**config.mk**
```make
export PLATFORM = sky130hd
export DESIGN_NAME = itoa_fmt_ctrl
export DESIGN_NICKNAME = d
export VERILOG_FILES = /design/src/rtl/core/itoa_fmt_pkg.sv /design/src/rtl/core/itoa_fmt_ctrl.sv
export SDC_FILE = /design/constraint.sdc
export NUM_CORES = 1
export LEC_CHECK = 0
export BUFFER_PORTS_ARGS = -buffer_cell sky130_fd_sc_hd__buf_2
export CORE_AREA = 4 4 41 43
export CTS_CLUSTER_DIAMETER = 50
export CTS_CLUSTER_SIZE = 14
export DETAILED_ROUTE_END_ITERATION = 8
export DIE_AREA = 0 0 45 47
export HOLD_SLACK_MARGIN = 0.1
export PLACE_DENSITY_LB_ADDON = 0.1
export SETUP_SLACK_MARGIN = 0.15
export SYNTH_ARGS = -nofsm -noshare
export SYNTH_HDL_FRONTEND = slang
export SYNTH_SLANG_ARGS = --single-unit
```
**constraint.sdc**
```tcl
create_clock -name clock -period 1.1 [get_ports clock]
set_input_delay 0.055 -clock clock [delete_from_list [all_inputs] [get_ports clock]]
set_output_delay 0.055 -clock clock [all_outputs]
set_load 0.02 [all_outputs]
```
**src/rtl/core/itoa_fmt_pkg.sv**
```systemverilog
// ----------------------------------------------------------------------------
// itoa_fmt_pkg
// Shared types, constants and helpers of the integer to ASCII formatter.
// ----------------------------------------------------------------------------
package itoa_fmt_pkg;

   // Field limits
   localparam int MAX_WIDTH    = 64;
   localparam int DIGIT_BUFFER = 32;
   localparam int MD_MAX       = DIGIT_BUFFER - 2;

   // Payload widths
   localparam int KIND_W  = 2;
   localparam int VALUE_W = 32;
   localparam int FW_W    = 7;
   localparam int MD_W    = 5;
   localparam int CHAR_W  = 8;

   // Internal widths
   localparam int DEC_DIGITS = 10;
   localparam int DIG_IDX_W  = $clog2(DEC_DIGITS);
   localparam int CNT_W      = $clog2(DEC_DIGITS + 1);
   localparam int BCD_W      = 4 * DEC_DIGITS;
   localparam int CONV_W     = $clog2(VALUE_W);
   localparam int TXT_W      = $clog2(DIGIT_BUFFER);
   localparam int N_W        = TXT_W + 1;
   localparam int KPOS_W     = $clog2(MAX_WIDTH);
   localparam int EMIT_W     = $clog2(MAX_WIDTH + 1);

   // Conversion codes
   typedef enum logic [KIND_W-1:0] {
      KIND_DEC    = 2'd0,
      KIND_HEX_LO = 2'd1,
      KIND_HEX_UP = 2'd2,
      KIND_CHAR   = 2'd3
   } kind_type;

   // Controller states
   typedef enum logic [2:0] {
      ST_IDLE,
      ST_CONV,
      ST_SIZE,
      ST_PLACE,
      ST_EMIT
   } state_type;

   // Characters
   localparam logic [CHAR_W-1:0] CH_ZERO  = 8'h30;
   localparam logic [CHAR_W-1:0] CH_SPACE = 8'h20;
   localparam logic [CHAR_W-1:0] CH_MINUS = 8'h2d;
   localparam logic [CHAR_W-1:0] CH_PLUS  = 8'h2b;
   localparam logic [CHAR_W-1:0] CH_X_LO  = 8'h78;
   localparam logic [CHAR_W-1:0] CH_X_UP  = 8'h58;
   localparam logic [CHAR_W-1:0] CH_A_LO  = 8'h61;
   localparam logic [CHAR_W-1:0] CH_A_UP  = 8'h41;

   // Request payload as seen by the datapath
   typedef struct packed {
      kind_type           kind;
      logic [VALUE_W-1:0] value;
      logic [FW_W-1:0]    min_width;
      logic [MD_W-1:0]    min_digits;
      logic               left_align;
      logic               zero_fill;
      logic               force_plus;
      logic               hex_prefix;
   } req_payload_type;

   // Controller to datapath
   typedef struct packed {
      logic load;
      logic conv_step;
      logic size;
      logic place;
      logic emit;
   } cmd_type;

   // Datapath to controller
   typedef struct packed {
      logic conv_done;
      logic out_free;
      logic last_char;
   } sts_type;

   // One hex or decimal digit as ASCII
   function automatic logic [CHAR_W-1:0] digit_char(input logic [3:0] d, input logic upper);
      logic [CHAR_W-1:0] base;
      base = upper ? CH_A_UP : CH_A_LO;
      if (d < 4'd10)
         digit_char = CH_ZERO + CHAR_W'(d);
      else
         digit_char = base + CHAR_W'(d - 4'd10);
   endfunction

endpackage

```
**src/rtl/core/itoa_fmt_ctrl.sv**
```systemverilog
// ----------------------------------------------------------------------------
// itoa_fmt_ctrl
// Sequencer: accept, convert, size, place, then stream the field out.
// ----------------------------------------------------------------------------
module itoa_fmt_ctrl import itoa_fmt_pkg::*; (
   input  logic    clock,
   input  logic    reset,
   input  logic    req_valid,
   output logic    req_ready,
   output cmd_type cmd,
   input  sts_type sts
);

   state_type state_ff;
   state_type state_in;

   // State register
   always_ff @(posedge clock) begin
      if (reset)
         state_ff <= ST_IDLE;
      else
         state_ff <= state_in;
   end

   // Next state
   always_comb begin
      state_in = state_ff;
      unique case (state_ff)
         ST_IDLE: begin
            if (req_valid)
               state_in = ST_CONV;
         end
         ST_CONV: begin
            if (sts.conv_done)
               state_in = ST_SIZE;
         end
         ST_SIZE:  state_in = ST_PLACE;
         ST_PLACE: state_in = ST_EMIT;
         ST_EMIT: begin
            if (sts.out_free && sts.last_char)
               state_in = ST_IDLE;
         end
         default:  state_in = ST_IDLE;
      endcase
   end

   // Outputs
   always_comb begin
      req_ready     = 1'b0;
      cmd           = '0;
      unique case (state_ff)
         ST_IDLE: begin
            req_ready = 1'b1;
            cmd.load  = req_valid;
         end
         ST_CONV:  cmd.conv_step = 1'b1;
         ST_SIZE:  cmd.size      = 1'b1;
         ST_PLACE: cmd.place     = 1'b1;
         ST_EMIT:  cmd.emit      = sts.out_free;
         default: ;
      endcase
   end

   // A stalled output keeps the sequencer in the emit phase
   a_emit_hold: assert property (@(posedge clock) disable iff (reset)
      (state_ff == ST_EMIT && !sts.out_free) |=> state_ff == ST_EMIT)
      else $error("emit phase left while output stalled");

   // Final character returns to idle
   a_last_idle: assert property (@(posedge clock) disable iff (reset)
      (cmd.emit && sts.last_char) |=> state_ff == ST_IDLE)
      else $error("no return to idle after last character");

endmodule

```
==> flow_metrics.tcl, run 1 <==
set metrics [dict create \
    status "finished, final reports clean" \
    top_register "state_ff" \
    stdcell_count 53 \
    internal_power_w 0.0003229 \
    swShare_pct 28.27 \
    reg_top3 "state_ff x3" \
    globalRoute.totalOverflow 0 \
    antenna_found_initial 0 \
    cts_root_buf "clkbuf_4" \
    p_switching_w 0.0001273 \
    synth_xor_area_share_pct 0 \
    drc 0 \
    diodes 0 \
    p_per_area_nw_per_um2 1199 \
    htree_levels 1 \
    pwr-share-clk_pct 43.3 \
    wire_per_inst_um 10.09 \
    dp.cells 46 \
    die_x_um 45 \
    num_rows 13 \
    start_util_pct 14.04 \
    worst_slew_pin_slew_ps 168.3 \
    viasPerCell 4.075 \
    yosys_register_bits 3 \
    drv_slew 0 \
    skew_ps 0.6065 \
    synth.distinct_cells 17 \
    critPathLaunchType "flip-flop" \
    design_area_um2 375.4 \
    io_pins 12 \
    hold_violations 0 \
    synth.yosys.seq_area_share_pct 32.88 \
    cts_buffers 3 \
    setup_slack_ps 7.655 \
    grt_pass1_vias 217 \
    cts_tree "done" \
    synth_top_family_by_area "simple AND/OR/NAND/NOR gates" \
    wl_um 535 \
    synth_compound_gate_area_share_pct 23.29 \
    end_kind "primary output" \
    syn_area_um2 182.7 \
    pwr-share-comb_pct 27.3 \
    hpwl_um 392.5 \
    period_share_pct 99.30 \
    synth.area.mux_share_pct 0 \
    cp.required_ps 1040 \
    setup_viol 0 \
    num_vias 216 \
    nFillCells 146 \
    clk_path_buf_depth 2 \
    nNetsFinal 45 \
    cts_sinks 3 \
    clkLatencyLatePin_ps 230 \
    yosys.area_share.simple_pct 37.67 \
    critPathSlowestCell "dfxtp_4" \
    grt_pass1_wl_um 924 \
    crit_type "flip-flop to primary output" \
    largest_reg_flops 3 \
    place_congestion 0.5974 \
    cp.arrival_ps 1040 \
    worstPathMaxFanout 6 \
    ir_drop_mv 0.4768 \
    path_clk_slew_ps 40 \
    max_stage_delay_ps 360 \
    slew-limit-headroom_pct 88.71 \
    syn_avg_cell_area_um2 9.134 \
    clock.fmax_mhz 915.5 \
    pre_cts_ws_ps 50.16 \
    p_leak_nw 0.1707 \
    worstPathCellList "nor3_4 -> and2_4 -> buf_6" \
    place_area_um2 270.3 \
    yosys_warnings 0 \
    drtPass1Iterations 4 \
    die_y_um 47 \
    rsz0062_at_grt "yes" \
    dieArea_um2 2115 \
    seqPwrFrac_pct 29.4 \
    detail-route-antenna-nets 0 \
    coreArea_um2 1301 \
    syn-num-nets 26 \
    post-route-min-period_ps 1092 \
    io_buffers 11 \
    area_growth_pct 105.5 \
    hold_path_class "primary input to flip-flop" \
    maxCapViolCount 0 \
    grtUsageTotal_pct 6.719 \
    grt_max_degree 10 \
    drive_above_1_share_pct 71.05 \
    synth-adder-area-share_pct 0 \
    drt_iter0_markers 2 \
    syn_inst 20 \
]
[through the flow]
stage	hold slack, ps	setup TNS (ps)	utilization, %	total power, W
2_1_floorplan	112.3	0	-	0.0001904
3_3_place_gp	275.3	0	20.77	0.0002259
4_1_cts	164.7	-6.233	27.98	0.0004473
3_5_place_dp	272.0	0	20.77	0.0002236
6_report	98.49	0	28.85	0.0004502
5_1_grt	113.0	-68.97	28.85	0.0004905
[cell usage after synthesis (all sizes together)]
master	instances	area [um^2]
nor3	1	5.000
a211oi	2	20.02
o21bai	1	7.510
nand3b	1	7.510
a32o	1	10.01
or3b	1	8.760
and3b	1	10.01
and3	1	6.260
and2	1	6.260
buf	1	7.510
nand2b	1	6.260
inv	1	3.750
a21oi	1	5.000
nor2	1	3.750
nor3b	2	15.01
dfxtp	3	60.06
[power groups by stage]
| stage | logic, W | registers (W) | clock network, W |
|---|---|---|---|
| 2_1_floorplan | 0.0000586 | 0.000132 | 0 |
| 3_3_place_gp | 0.0000894 | 0.000136 | 0 |
| 3_5_place_dp | 0.0000884 | 0.000135 | 0 |
| 4_1_cts | 0.000109 | 0.000132 | 0.000207 |
| 5_1_grt | 0.000131 | 0.000135 | 0.000224 |
| 6_report | 0.000123 | 0.000132 | 0.000195 |
[area by class of cell]
type                       count  area (um^2)  share of cell area, %
timing repair buffer          15        117.6                  31.33
inverter                       1        3.754                  1.000
tap                           15        18.77                  5.000
multi-input combinational     15        137.6                  36.67
sequential                     3        71.32                  19.00
clock buffer                   4        26.28                  7.000
[worst max-delay path, delay by kind of cell, from the launching register on]
family / cells / cell delay (ps)
simple gates: 2 / 340
flops: 1 / 360
buf+inv: 1 / 100
[placed cells by master, fill, tap and decap left out, types with 2 or more instances in the layout]
master	count
buf_6	4
dfxtp_4	3
buf_4	5
buf_2	5
clkbuf_4	3
nor3b_2	2
[final timing paths]
path         depth (start not counted)        start  slack (ps)           to
min reg2reg                          2  state_ff[1]         540  state_ff[1]
max                                  3  state_ff[2]           8       cmd[4]
min                                  3       sts[2]         100  state_ff[1]
max reg2reg                          2  state_ff[0]          60  state_ff[0]
[cell families (layout without fill, tap and decap cells)]
group / Yosys count / after routing
DFF: 3 / 3
AOI/OAI and AO/OA: 5 / 5
and+or+nand+nor: 10 / 10
buffers and inverters: 2 / 20
[per-layer routing]
| layer | up-vias | routed length (um) | GRT usage [%] |
|---|---|---|---|
| li1 | 111 | - | - |
| met1 | 97 | 202 | 6.606 |
| met2 | 8 | 285 | 8.757 |
| met3 | 0 | 47 | 4.981 |
| met4 | 0 | 0 | 7.018 |
| met5 | - | 0 | 0 |
[repair_timing]
| action | in CTS | in global routing |
|---|---|---|
| hold buffers | 2 | 0 |
| setup endpoints to repair | 8 | 7 |
| buffers inserted | 1 | 1 |
| hold endpoints to repair | 2 | 0 |
| resized for setup | 14 | 4 |
| pin swaps | 1 | 2 |
No activity file was read; power rests on OpenSTA's default activity.
==> inputs of run 2 (changes only) <==
- PLACE_DENSITY_LB_ADDON: 0.1 -> 0.2
==> run 2 against run 1 <==
Against the previous run:
- the flow now finishes with violations (setup timing)
- utilization grew 2.0 points
- sequential power shrank 3%
- sequential cell count is the same
- cell area grew 7.0%
- clock skew grew 4.5 ps
- largest power group unchanged
- die area is the same
==> flow_metrics.tcl, run 2 (synthesized netlist as in run 1, its figures left out) <==
set metrics [dict create \
    rsz0062_at_grt "yes" \
    drc 0 \
    drtPass1Iterations 2 \
    top_register "state_ff" \
    htree_levels 1 \
    largest_reg_flops 3 \
    coreArea_um2 1301 \
    area_growth_pct 119.9 \
    crit_type "flip-flop to primary output" \
    fin_util_pct 30.87 \
    cp.required_ps 1040 \
    clock.fmax_mhz 903.0 \
    cts_buffers 3 \
    worstPathMaxFanout 5 \
    clkLatencyLatePin_ps 230 \
    diodes 0 \
    grt_max_degree 10 \
    num_rows 13 \
    path_clk_slew_ps 40 \
    globalRoute.totalOverflow 0 \
    die_y_um 47 \
    hold_path_class "primary input to flip-flop" \
    p_per_area_nw_per_um2 1166 \
    pwr-share-comb_pct 31.6 \
    wire_per_inst_um 9.909 \
    io_pins 12 \
    cts_root_buf "clkbuf_4" \
    setup_viol 2 \
    internal_power_w 0.0003385 \
    viasPerCell 4.255 \
    num_vias 234 \
    end_kind "primary output" \
    cts_tree "done" \
    slew-limit-headroom_pct 88.64 \
    setup_slack_ps -7.427 \
    drt_iter0_markers 2 \
    dieArea_um2 2115 \
    grt_pass1_wl_um 869 \
    critPathLaunchType "flip-flop" \
    die_x_um 45 \
    p_leak_nw 0.1801 \
    maxCapViolCount 0 \
    status "complete, but fails checks" \
    clk_path_buf_depth 2 \
    violations "setup timing" \
    period_share_pct 100.7 \
    seqPwrFrac_pct 27.4 \
    wl_um 545 \
    p_switching_w 0.0001296 \
    detail-route-antenna-nets 0 \
    hp-start "sts[2]" \
    grtUsageTotal_pct 6.245 \
    reg_top3 "state_ff x3" \
    pwr-share-clk_pct 41.0 \
    dp.cells 47 \
    nNetsFinal 47 \
    pre_cts_ws_ps 95.99 \
    drive_above_1_share_pct 72.50 \
    cp.arrival_ps 1050 \
    cts_sinks 3 \
    hold_violations 0 \
    final_cell_mix "buf_2 (5), buf_6 (5), buf_4 (5)" \
    start_util_pct 14.04 \
    nFillCells 154 \
    multi_input_area_um2 147.6 \
    stdcell_count 55 \
    setup_tns_ps -7.497 \
    place_congestion 0.6089 \
    regArea_um2 66.31 \
    swShare_pct 27.69 \
    grt_pass1_vias 217 \
    antenna_found_initial 0 \
    ir_drop_mv 0.4066 \
    reg2reg_from "state_ff[0]" \
    skew_ps 5.075 \
    crit_start "state_ff[0]" \
    drv_slew 0 \
    post-route-min-period_ps 1107 \
    io_buffers 11 \
    worst_slew_pin_slew_ps 169.3 \
]
-- run 2: path summary, 6_finish.rpt --
kind              slack, ps           to  cells past startpoint
setup / recovery         -7       cmd[4]                      4
hold / removal          100  state_ff[0]                      3
setup reg to reg         60  state_ff[0]                      3
hold reg to reg         550  state_ff[1]                      2
-- run 2: final cells by class --
| type | instances | area share [%] |
|---|---|---|
| multi-input cells | 15 | 36.76 |
| repair buffers | 17 | 34.58 |
| flip-flops and latches | 3 | 16.51 |
| clock buffers | 4 | 6.542 |
| well taps | 15 | 4.673 |
| inverters | 1 | 0.9346 |
-- run 2: per-layer routing --
| metal | routed length (um) | track usage, % |
|---|---|---|
| met3 | 59 | 6.897 |
| met2 | 298 | 9.040 |
| met1 | 188 | 5.239 |
| met5 | 0 | 0 |
| met4 | 0 | 3.509 |
-- run 2: power groups by stage --
stage	logic [W]	registers [W]	clock network [W]
floorplan	0.0000586	0.000132	0
global placement	0.0000981	0.000130	0
detailed placement	0.0000983	0.000130	0
CTS	0.000143	0.000128	0.000202
global route	0.000158	0.000130	0.000212
finish	0.000148	0.000128	0.000192
-- run 2: critical path: stages (launching register included) --
cell     delay, ps
dfxtp_2        310
buf_6          130
nor3_4         110
and2_4         160
buf_6          100
-- run 2: repair_timing --
action	in CTS	in global routing
hold buffers	2	0
hold endpoints to repair	2	0
pin swaps	5	0
endpoints found under the setup margin	8	8
gates cloned	0	0
setup buffers	2	0
gates resized for setup	16	3
-- run 2: per-stage QoR --
stage               hold WS (ps)  power [W]  area, um^2
floorplan                  112.3  0.0001904       196.4
global placement           261.1  0.0002277       277.8
detailed placement         260.5  0.0002279       277.8
CTS                        99.76  0.0004728       391.6
global route               100.6  0.0004996       401.6
finish                     102.0  0.0004681       401.6
