$ cat src/rtl/core/itoa_fmt_pkg.sv
// ----------------------------------------------------------------------------
// itoa_fmt_pkg
// Shared types, constants and helpers of the integer to ASCII formatter.
// ----------------------------------------------------------------------------
package itoa_fmt_pkg;

   // Field limits
   localparam int MAX_WIDTH    = 64;
   localparam int DIGIT_BUFFER = 32;
   localparam int MD_MAX       = DIGIT_BUFFER - 2;

   // Payload widths
   localparam int KIND_W  = 2;
   localparam int VALUE_W = 32;
   localparam int FW_W    = 7;
   localparam int MD_W    = 5;
   localparam int CHAR_W  = 8;

   // Internal widths
   localparam int DEC_DIGITS = 10;
   localparam int DIG_IDX_W  = $clog2(DEC_DIGITS);
   localparam int CNT_W      = $clog2(DEC_DIGITS + 1);
   localparam int BCD_W      = 4 * DEC_DIGITS;
   localparam int CONV_W     = $clog2(VALUE_W);
   localparam int TXT_W      = $clog2(DIGIT_BUFFER);
   localparam int N_W        = TXT_W + 1;
   localparam int KPOS_W     = $clog2(MAX_WIDTH);
   localparam int EMIT_W     = $clog2(MAX_WIDTH + 1);

   // Conversion codes
   typedef enum logic [KIND_W-1:0] {
      KIND_DEC    = 2'd0,
      KIND_HEX_LO = 2'd1,
      KIND_HEX_UP = 2'd2,
      KIND_CHAR   = 2'd3
   } kind_type;

   // Controller states
   typedef enum logic [2:0] {
      ST_IDLE,
      ST_CONV,
      ST_SIZE,
      ST_PLACE,
      ST_EMIT
   } state_type;

   // Characters
   localparam logic [CHAR_W-1:0] CH_ZERO  = 8'h30;
   localparam logic [CHAR_W-1:0] CH_SPACE = 8'h20;
   localparam logic [CHAR_W-1:0] CH_MINUS = 8'h2d;
   localparam logic [CHAR_W-1:0] CH_PLUS  = 8'h2b;
   localparam logic [CHAR_W-1:0] CH_X_LO  = 8'h78;
   localparam logic [CHAR_W-1:0] CH_X_UP  = 8'h58;
   localparam logic [CHAR_W-1:0] CH_A_LO  = 8'h61;
   localparam logic [CHAR_W-1:0] CH_A_UP  = 8'h41;

   // Request payload as seen by the datapath
   typedef struct packed {
      kind_type           kind;
      logic [VALUE_W-1:0] value;
      logic [FW_W-1:0]    min_width;
      logic [MD_W-1:0]    min_digits;
      logic               left_align;
      logic               zero_fill;
      logic               force_plus;
      logic               hex_prefix;
   } req_payload_type;

   // Controller to datapath
   typedef struct packed {
      logic load;
      logic conv_step;
      logic size;
      logic place;
      logic emit;
   } cmd_type;

   // Datapath to controller
   typedef struct packed {
      logic conv_done;
      logic out_free;
      logic last_char;
   } sts_type;

   // One hex or decimal digit as ASCII
   function automatic logic [CHAR_W-1:0] digit_char(input logic [3:0] d, input logic upper);
      logic [CHAR_W-1:0] base;
      base = upper ? CH_A_UP : CH_A_LO;
      if (d < 4'd10)
         digit_char = CH_ZERO + CHAR_W'(d);
      else
         digit_char = base + CHAR_W'(d - 4'd10);
   endfunction

endpackage

$ cat src/rtl/core/itoa_fmt_dp.sv
// ----------------------------------------------------------------------------
// itoa_fmt_dp
// Datapath: bit-serial binary to BCD, field geometry and character output.
// ----------------------------------------------------------------------------
module itoa_fmt_dp import itoa_fmt_pkg::*; (
   input  logic              clock,
   input  logic              reset,
   input  req_payload_type   req,
   input  cmd_type           cmd,
   output sts_type           sts,
   output logic              rsp_valid,
   input  logic              rsp_ready,
   output logic [CHAR_W-1:0] rsp_out_char,
   output logic              rsp_last
);

   // Captured request
   kind_type          kind_ff;
   logic              neg_ff;
   logic [FW_W-1:0]   fw_ff;
   logic [TXT_W-1:0]  md_ff;
   logic              left_ff;
   logic              zfill_ff;
   logic              plus_ff;
   logic              prefix_ff;

   // Conversion
   logic [VALUE_W-1:0] bin_ff;
   logic [BCD_W-1:0]   bcd_ff;
   logic [BCD_W-1:0]   bcd_adj;
   logic [CONV_W-1:0]  conv_cnt_ff;

   // Geometry
   logic [CNT_W-1:0]  cnt_ff,  cnt_in;
   logic [TXT_W-1:0]  nd_ff,   nd_in;
   logic [1:0]        plen_ff, plen_in;
   logic [N_W-1:0]    n_ff,    n_in;
   logic [FW_W-1:0]   span;
   logic [FW_W-1:0]   start_ff, end_ff;
   logic [EMIT_W-1:0] emit_ff;
   logic [KPOS_W-1:0] k_ff;

   // Output register
   logic              rsp_valid_ff;
   logic [CHAR_W-1:0] out_char_ff;
   logic              last_ff;

   logic              is_dec, is_char, is_upper;
   logic [FW_W-1:0]   kx;
   logic [TXT_W-1:0]  t, u, p;
   logic              in_text;
   logic [CHAR_W-1:0] txt_char, cur_char;
   logic              last_char;
   logic              bcd_ok;

   assign is_dec   = (kind_ff == KIND_DEC);
   assign is_char  = (kind_ff == KIND_CHAR);
   assign is_upper = (kind_ff == KIND_HEX_UP);

   // Request capture, magnitude and precision clamp
   always_ff @(posedge clock) begin
      if (cmd.load) begin
         kind_ff   <= kind_type'(req.kind);
         neg_ff    <= (req.kind == KIND_DEC) && req.value[VALUE_W-1];
         fw_ff     <= req.min_width;
         md_ff     <= (req.min_digits > MD_W'(MD_MAX)) ? TXT_W'(MD_MAX)
                                                      : TXT_W'(req.min_digits);
         left_ff   <= req.left_align;
         zfill_ff  <= req.zero_fill;
         plus_ff   <= req.force_plus;
         prefix_ff <= req.hex_prefix;
      end
   end

   // Add-3 correction for every BCD digit
   always_comb begin
      for (int i = 0; i < DEC_DIGITS; i++) begin
         if (bcd_ff[4*i +: 4] >= 4'd5)
            bcd_adj[4*i +: 4] = bcd_ff[4*i +: 4] + 4'd3;
         else
            bcd_adj[4*i +: 4] = bcd_ff[4*i +: 4];
      end
   end

   // Double dabble, one bit per cycle; hex and char load digits directly
   always_ff @(posedge clock) begin
      if (cmd.load) begin
         conv_cnt_ff <= '0;
         if (req.kind == KIND_DEC) begin
            bin_ff <= req.value[VALUE_W-1] ? (VALUE_W'(0) - req.value) : req.value;
            bcd_ff <= '0;
         end else begin
            bin_ff <= '0;
            bcd_ff <= {{(BCD_W-VALUE_W){1'b0}}, req.value};
         end
      end else if (cmd.conv_step && is_dec) begin
         bcd_ff      <= {bcd_adj[BCD_W-2:0], bin_ff[VALUE_W-1]};
         bin_ff      <= {bin_ff[VALUE_W-2:0], 1'b0};
         conv_cnt_ff <= conv_cnt_ff + CONV_W'(1);
      end
   end

   assign sts.conv_done = !is_dec || (conv_cnt_ff == CONV_W'(VALUE_W - 1));

   // Significant digit count, digits after precision, text length
   always_comb begin
      cnt_in = CNT_W'(1);
      for (int i = 1; i < DEC_DIGITS; i++) begin
         if (bcd_ff[4*i +: 4] != 4'd0)
            cnt_in = CNT_W'(i + 1);
      end
      nd_in = (TXT_W'(cnt_in) > md_ff) ? TXT_W'(cnt_in) : md_ff;
      if (is_dec)
         plen_in = (neg_ff || plus_ff) ? 2'd1 : 2'd0;
      else if (!is_char && prefix_ff)
         plen_in = 2'd2;
      else
         plen_in = 2'd0;
      n_in = is_char ? N_W'(1) : (N_W'(plen_in) + N_W'(nd_in));
   end

   always_ff @(posedge clock) begin
      if (cmd.size) begin
         cnt_ff  <= cnt_in;
         nd_ff   <= nd_in;
         plen_ff <= plen_in;
         n_ff    <= n_in;
      end
   end

   // Field span, text window and emitted count
   assign span = (fw_ff > FW_W'(n_ff)) ? fw_ff : FW_W'(n_ff);

   always_ff @(posedge clock) begin
      if (cmd.place) begin
         end_ff   <= left_ff ? FW_W'(n_ff) : span;
         start_ff <= left_ff ? '0 : (span - FW_W'(n_ff));
         emit_ff  <= (span > FW_W'(MAX_WIDTH)) ? EMIT_W'(MAX_WIDTH) : EMIT_W'(span);
         k_ff     <= '0;
      end else if (cmd.emit) begin
         k_ff <= k_ff + KPOS_W'(1);
      end
   end

   // Character at field position k
   assign kx      = {{(FW_W-KPOS_W){1'b0}}, k_ff};
   assign in_text = (kx >= start_ff) && (kx < end_ff);
   assign t       = TXT_W'(kx - start_ff);
   assign u       = t - TXT_W'(plen_ff);
   assign p       = nd_ff - TXT_W'(1) - u;

   always_comb begin
      if (is_char)
         txt_char = bcd_ff[CHAR_W-1:0];
      else if (t < TXT_W'(plen_ff)) begin
         if (is_dec)
            txt_char = neg_ff ? CH_MINUS : CH_PLUS;
         else if (t == '0)
            txt_char = CH_ZERO;
         else
            txt_char = is_upper ? CH_X_UP : CH_X_LO;
      end else if (p < TXT_W'(cnt_ff))
         txt_char = digit_char(bcd_ff[4*p[DIG_IDX_W-1:0] +: 4], is_upper);
      else
         txt_char = CH_ZERO;
   end

   assign cur_char  = in_text ? txt_char : (zfill_ff ? CH_ZERO : CH_SPACE);
   assign last_char = ({1'b0, k_ff} == (emit_ff - EMIT_W'(1)));

   // Output register
   assign sts.out_free  = !rsp_valid_ff || rsp_ready;
   assign sts.last_char = last_char;

   always_ff @(posedge clock) begin
      if (reset)
         rsp_valid_ff <= 1'b0;
      else if (cmd.emit)
         rsp_valid_ff <= 1'b1;
      else if (rsp_ready)
         rsp_valid_ff <= 1'b0;
   end

   always_ff @(posedge clock) begin
      if (cmd.emit) begin
         out_char_ff <= cur_char;
         last_ff     <= last_char;
      end
   end

   assign rsp_valid    = rsp_valid_ff;
   assign rsp_out_char = out_char_ff;
   assign rsp_last     = last_ff;

   // Every BCD digit in range once conversion is over
   always_comb begin
      bcd_ok = 1'b1;
      for (int i = 0; i < DEC_DIGITS; i++) begin
         if (bcd_ff[4*i +: 4] > 4'd9)
            bcd_ok = 1'b0;
      end
   end

   a_bcd_valid: assert property (@(posedge clock) disable iff (reset)
      (cmd.size && is_dec) |-> bcd_ok)
      else $error("BCD digit out of range after conversion");

   a_pos_in_field: assert property (@(posedge clock) disable iff (reset)
      cmd.emit |-> ({1'b0, k_ff} < emit_ff))
      else $error("character position past end of field");

   a_field_nonempty: assert property (@(posedge clock) disable iff (reset)
      cmd.emit |-> (emit_ff != '0) && (n_ff != '0))
      else $error("empty field");

endmodule

$ cat config.mk
export PLATFORM = sky130hd
export DESIGN_NAME = itoa_fmt_dp
export DESIGN_NICKNAME = d
export VERILOG_FILES = /design/src/rtl/core/itoa_fmt_pkg.sv /design/src/rtl/core/itoa_fmt_dp.sv
export SDC_FILE = /design/constraint.sdc
export NUM_CORES = 1
export LEC_CHECK = 0
export ABC_AREA = 1
export BUFFER_PORTS_ARGS = -buffer_cell sky130_fd_sc_hd__buf_2
export CORE_ASPECT_RATIO = 0.6
export CORE_MARGIN = 2
export CORE_UTILIZATION = 35
export DETAILED_ROUTE_END_ITERATION = 8
export PLACE_DENSITY = 0.54
export SLEW_MARGIN = 5
export SYNTH_ARGS = -nofsm -noshare
export SYNTH_HDL_FRONTEND = slang
export SYNTH_SLANG_ARGS = --single-unit
$ cat constraint.sdc
create_clock -name clock -period 9.49 [get_ports clock]
set_input_delay 1.898 -clock clock [delete_from_list [all_inputs] [get_ports clock]]
set_output_delay 1.898 -clock clock [all_outputs]
set_load 0.01 [all_outputs]
==> reports/metrics.yaml <==
worstMarginPinSlew_ns: 1.03
critPathMaxFanout: 7
worst_setup_path_end_kind: "flip-flop"
synth_top_family_by_area: "simple AND/OR/NAND/NOR gates"
drt_iter0_markers: 748
yosysTopAreaCellShare_pct: 40.9
drive_above_1_share_pct: 12.3
cts_num_sinks: 150
cts_hold_repair.buffers: 0
power_frac_clock_pct: 27.3
grt_use_total_pct: 18.0
timing.final.hold_violations: 0
globalplace.congestion: 0.870
min_period_ns: 4.82
required_time_worst_endpoint_ns: 9.69
outcome: "finished clean"
power_density_nw_per_um2: 230
stdcell_count: 1648
yosys.area_share.adder_pct: 10.1
setup_total_negative_slack_ns: 0
postSynth.asyncResetShare_pct: 0
synth.mux.area_fraction_pct: 0
share_comb_of_total_power_pct: 40.1
core_area_sq_um: 28600
die_w_um: 224
layout_worst_path_cycle_share_pct: 50.8
clock_tree_from_tritoncts: "done"
numCtsBuffers: 17
cts.htree.levels: 4
numPlacedInstances: 1616
synth_simple_gate_area_share_pct: 21.3
die_h_um: 136
clkLatencyLatePin_ns: 0.45
synth_compound_gate_area_share_pct: 13.4
vias: 8177
arrival_ns: 5.02
flow.area_growth_from_synthesis_pct: 12.7
synth-edff-count: 138
drt_wl_total_mm: 26.1
critPathKind: "flip-flop to flip-flop"
cap_violations: 0
detailed_route_drc_error_count: 0
post_synth_num_cell_types: 59
synth_area_leaders: "sky130_fd_sc_hd__edfxtp_1 (41%), sky130_fd_sc_hd__ha_1 (8.9%), sky130_fd_sc_hd__nand2_1 (8.4%)"
synth_largest_area_cell: "sky130_fd_sc_hd__edfxtp_1"
post_cts_setup_buffers: 0
power.internal_mw: 1.62
number_of_antenna_violations_at_the_first_check_in_global_routing: 0
antennaDiodeCount: 0
port-buffer-count: 70
yosys.area_share.xor_xnor_pct: 3.01
critical_path.slowest_cell: "sky130_fd_sc_hd__fa_1"
p_seq_share_pct: 32.5
power_leakage_nw: 5.09
library_cell_used_as_clock_root_buffer: "sky130_fd_sc_hd__clkbuf_16"
num-nets-final: 1396
route.antenna.remaining_nets: 0
hold_path_class: "flip-flop to flip-flop"
worst_setup_hold_path_clk_slew_ns: 0.06
slew_viol_final: 0
post_drt_wl_per_cell_um: 15.8
crit_path_start_kind: "flip-flop"
netlist_instances: 1199
floorplan.die_area_sq_um: 30400
netSwitchingFraction_pct: 38.5
clk_path_buf_depth: 2
number_of_global_route_vias_before_repair: 7568
fmaxAchievable_mhz: 207
grt_start_max_net_pins: 73
ir_drop_v: 0.000184
finalSetupViolCount: 0
total_standard_cell_area_after_synthesis_sq_um: 10100
grt_setup_unrepaired: "no"
yosys_most_used_dff: "sky130_fd_sc_hd__edfxtp_1"
synthesis.nets: 1335
row_count: 48
num_io_pins: 71
timing.critical_path.buf_inv: 8
wire_length_of_the_first_global_routing_pass_mm: 41.8
synth_warnings: 0
path_delay_family: "adder cells"
seq_total_area_yosys_pct: 43.2
start_util_pct: 35.4
switching_power_mw: 1.01
grt_overflow_total: 0
critical-path-max-stage-delay_ns: 0.58
slew_headroom_pct: 31.5
place_hpwl_mm: 19.8
post_cts_resize_count: 0
critical-path-top-cell-by-count: "sky130_fd_sc_hd__inv_1"
firstDrtPassIters: 5
finClkSkew_ns: 0.0100
number_of_synthesized_register_bits: 150
avgViaCountPerCell: 4.96
avgSynthCellArea_sq_um: 8.46
per-stage QoR:
stage | setup slack [ns] | instance area, sq um | util (%) | hold slack, ns | power, mW
after floorplan | 4.99 | 10100 | - | 0.462 | 1.68
after global placement | 4.86 | 10800 | 37.8 | 0.434 | 1.91
after detailed placement | 4.69 | 10800 | 37.8 | 0.436 | 1.91
after CTS | 4.67 | 11400 | 39.9 | 0.442 | 2.64
after global routing | 4.26 | 11400 | 39.9 | 0.457 | 2.84
final | 4.67 | 11400 | 39.9 | 0.439 | 2.63
power by group through the flow:
stage	combinational [mW]	sequential, mW	clock, mW
2_1_floorplan	0.825	0.853	0
3_3_place_gp	1.04	0.870	0
3_5_place_dp	1.04	0.869	0
6_report	1.06	0.856	0.720
5_1_grt	1.21	0.865	0.761
4_1_cts	1.05	0.856	0.736
state kept, by name (all words and copies together) (netlist names), 2 cells and up:
signal	count
bcd_ff	40
bin_ff	32
rsp_out_char	8
emit_ff	7
end_ff	7
fw_ff	7
start_ff	7
k_ff	6
n_ff	6
conv_cnt_ff	5
md_ff	5
nd_ff	5
cnt_ff	4
kind_ff	2
plen_ff	2
layer usage:
metal,vias up,GRT usage (%),part of all wire (%)
li1,4152,-,-
met1,3822,28.8,55
met2,190,23.5,37
met3,13,4.69,6.7
met4,0,4.11,0.81
met5,-,0,0
synthesized netlist by cell type (3+ instances only):
| cell type | n |
|---|---|
| sky130_fd_sc_hd__inv_1 | 186 |
| sky130_fd_sc_hd__clkinv_1 | 3 |
| sky130_fd_sc_hd__a21oi_1 | 52 |
| sky130_fd_sc_hd__or2_2 | 5 |
| sky130_fd_sc_hd__o21ai_1 | 15 |
| sky130_fd_sc_hd__edfxtp_1 | 138 |
| sky130_fd_sc_hd__nor3b_1 | 3 |
| sky130_fd_sc_hd__clkbuf_1 | 20 |
| sky130_fd_sc_hd__nand4_1 | 8 |
| sky130_fd_sc_hd__buf_2 | 5 |
| sky130_fd_sc_hd__a32o_1 | 9 |
| sky130_fd_sc_hd__o21ai_0 | 106 |
| sky130_fd_sc_hd__o211ai_1 | 8 |
| sky130_fd_sc_hd__o21a_1 | 4 |
| sky130_fd_sc_hd__dfxtp_1 | 12 |
| sky130_fd_sc_hd__a21oi_2 | 5 |
| sky130_fd_sc_hd__o21bai_1 | 3 |
| sky130_fd_sc_hd__nand3_2 | 9 |
| sky130_fd_sc_hd__nor2_2 | 5 |
| sky130_fd_sc_hd__xor2_1 | 26 |
| sky130_fd_sc_hd__o22ai_1 | 6 |
| sky130_fd_sc_hd__inv_2 | 5 |
| sky130_fd_sc_hd__nor2_1 | 107 |
| sky130_fd_sc_hd__ha_1 | 72 |
| sky130_fd_sc_hd__nand2_2 | 11 |
| sky130_fd_sc_hd__xnor2_1 | 7 |
| sky130_fd_sc_hd__fa_1 | 6 |
| sky130_fd_sc_hd__nor3_1 | 19 |
| sky130_fd_sc_hd__nand2_1 | 227 |
| sky130_fd_sc_hd__o2111ai_1 | 5 |
| sky130_fd_sc_hd__nand3_1 | 72 |
kinds of logic after synthesis:
family / count (synthesis)
simple gates: 480
compound gates: 231
buf+inv: 226
flops: 150
fa+ha+maj: 78
xor+xnor: 34
layout make-up:
| cell class | count | area, sq um |
|---|---|---|
| Tap cell | 375 | 469 |
| Clock inverter | 14 | 181 |
| Clock buffer | 18 | 429 |
| Fill cell | 2853 | 17200 |
| Multi-Input combinational cell | 823 | 4860 |
| Sequential cell | 150 | 4380 |
| Inverter | 194 | 728 |
| Timing Repair Buffer | 74 | 380 |
cell usage in the layout (no fill, tap or decap), types with 8 or more instances in the layout:
cell type and instances:
sky130_fd_sc_hd__o21ai_1 15, sky130_fd_sc_hd__nand2_2 11, sky130_fd_sc_hd__xor2_1 26, sky130_fd_sc_hd__a32o_1 9
sky130_fd_sc_hd__buf_2 70, sky130_fd_sc_hd__ha_1 72, sky130_fd_sc_hd__nand2_1 226, sky130_fd_sc_hd__nand4_1 8
sky130_fd_sc_hd__o211ai_1 8, sky130_fd_sc_hd__a21oi_1 52, sky130_fd_sc_hd__nand3_2 9, sky130_fd_sc_hd__inv_1 185
sky130_fd_sc_hd__clkbuf_16 17, sky130_fd_sc_hd__nand3_1 72, sky130_fd_sc_hd__edfxtp_1 138, sky130_fd_sc_hd__nor2_1 107
sky130_fd_sc_hd__dfxtp_1 12, sky130_fd_sc_hd__nor3_1 19, sky130_fd_sc_hd__o21ai_0 106
worst paths after layout:
check | to | cells after the start | slack, ns | from
max reg2reg | rsp_out_char[4]$_DFFE_PP_ | 25 | 4.67 | k_ff[0]$_SDFFE_PP0P_
max | rsp_out_char[4]$_DFFE_PP_ | 25 | 4.67 | k_ff[0]$_SDFFE_PP0P_
min reg2reg | nd_ff[4]$_DFFE_PP_ | 0 | 0.44 | md_ff[4]$_SDFFCE_PN1P_
min | nd_ff[4]$_DFFE_PP_ | 0 | 0.44 | md_ff[4]$_SDFFCE_PN1P_
(Power assumes the default switching activity.)
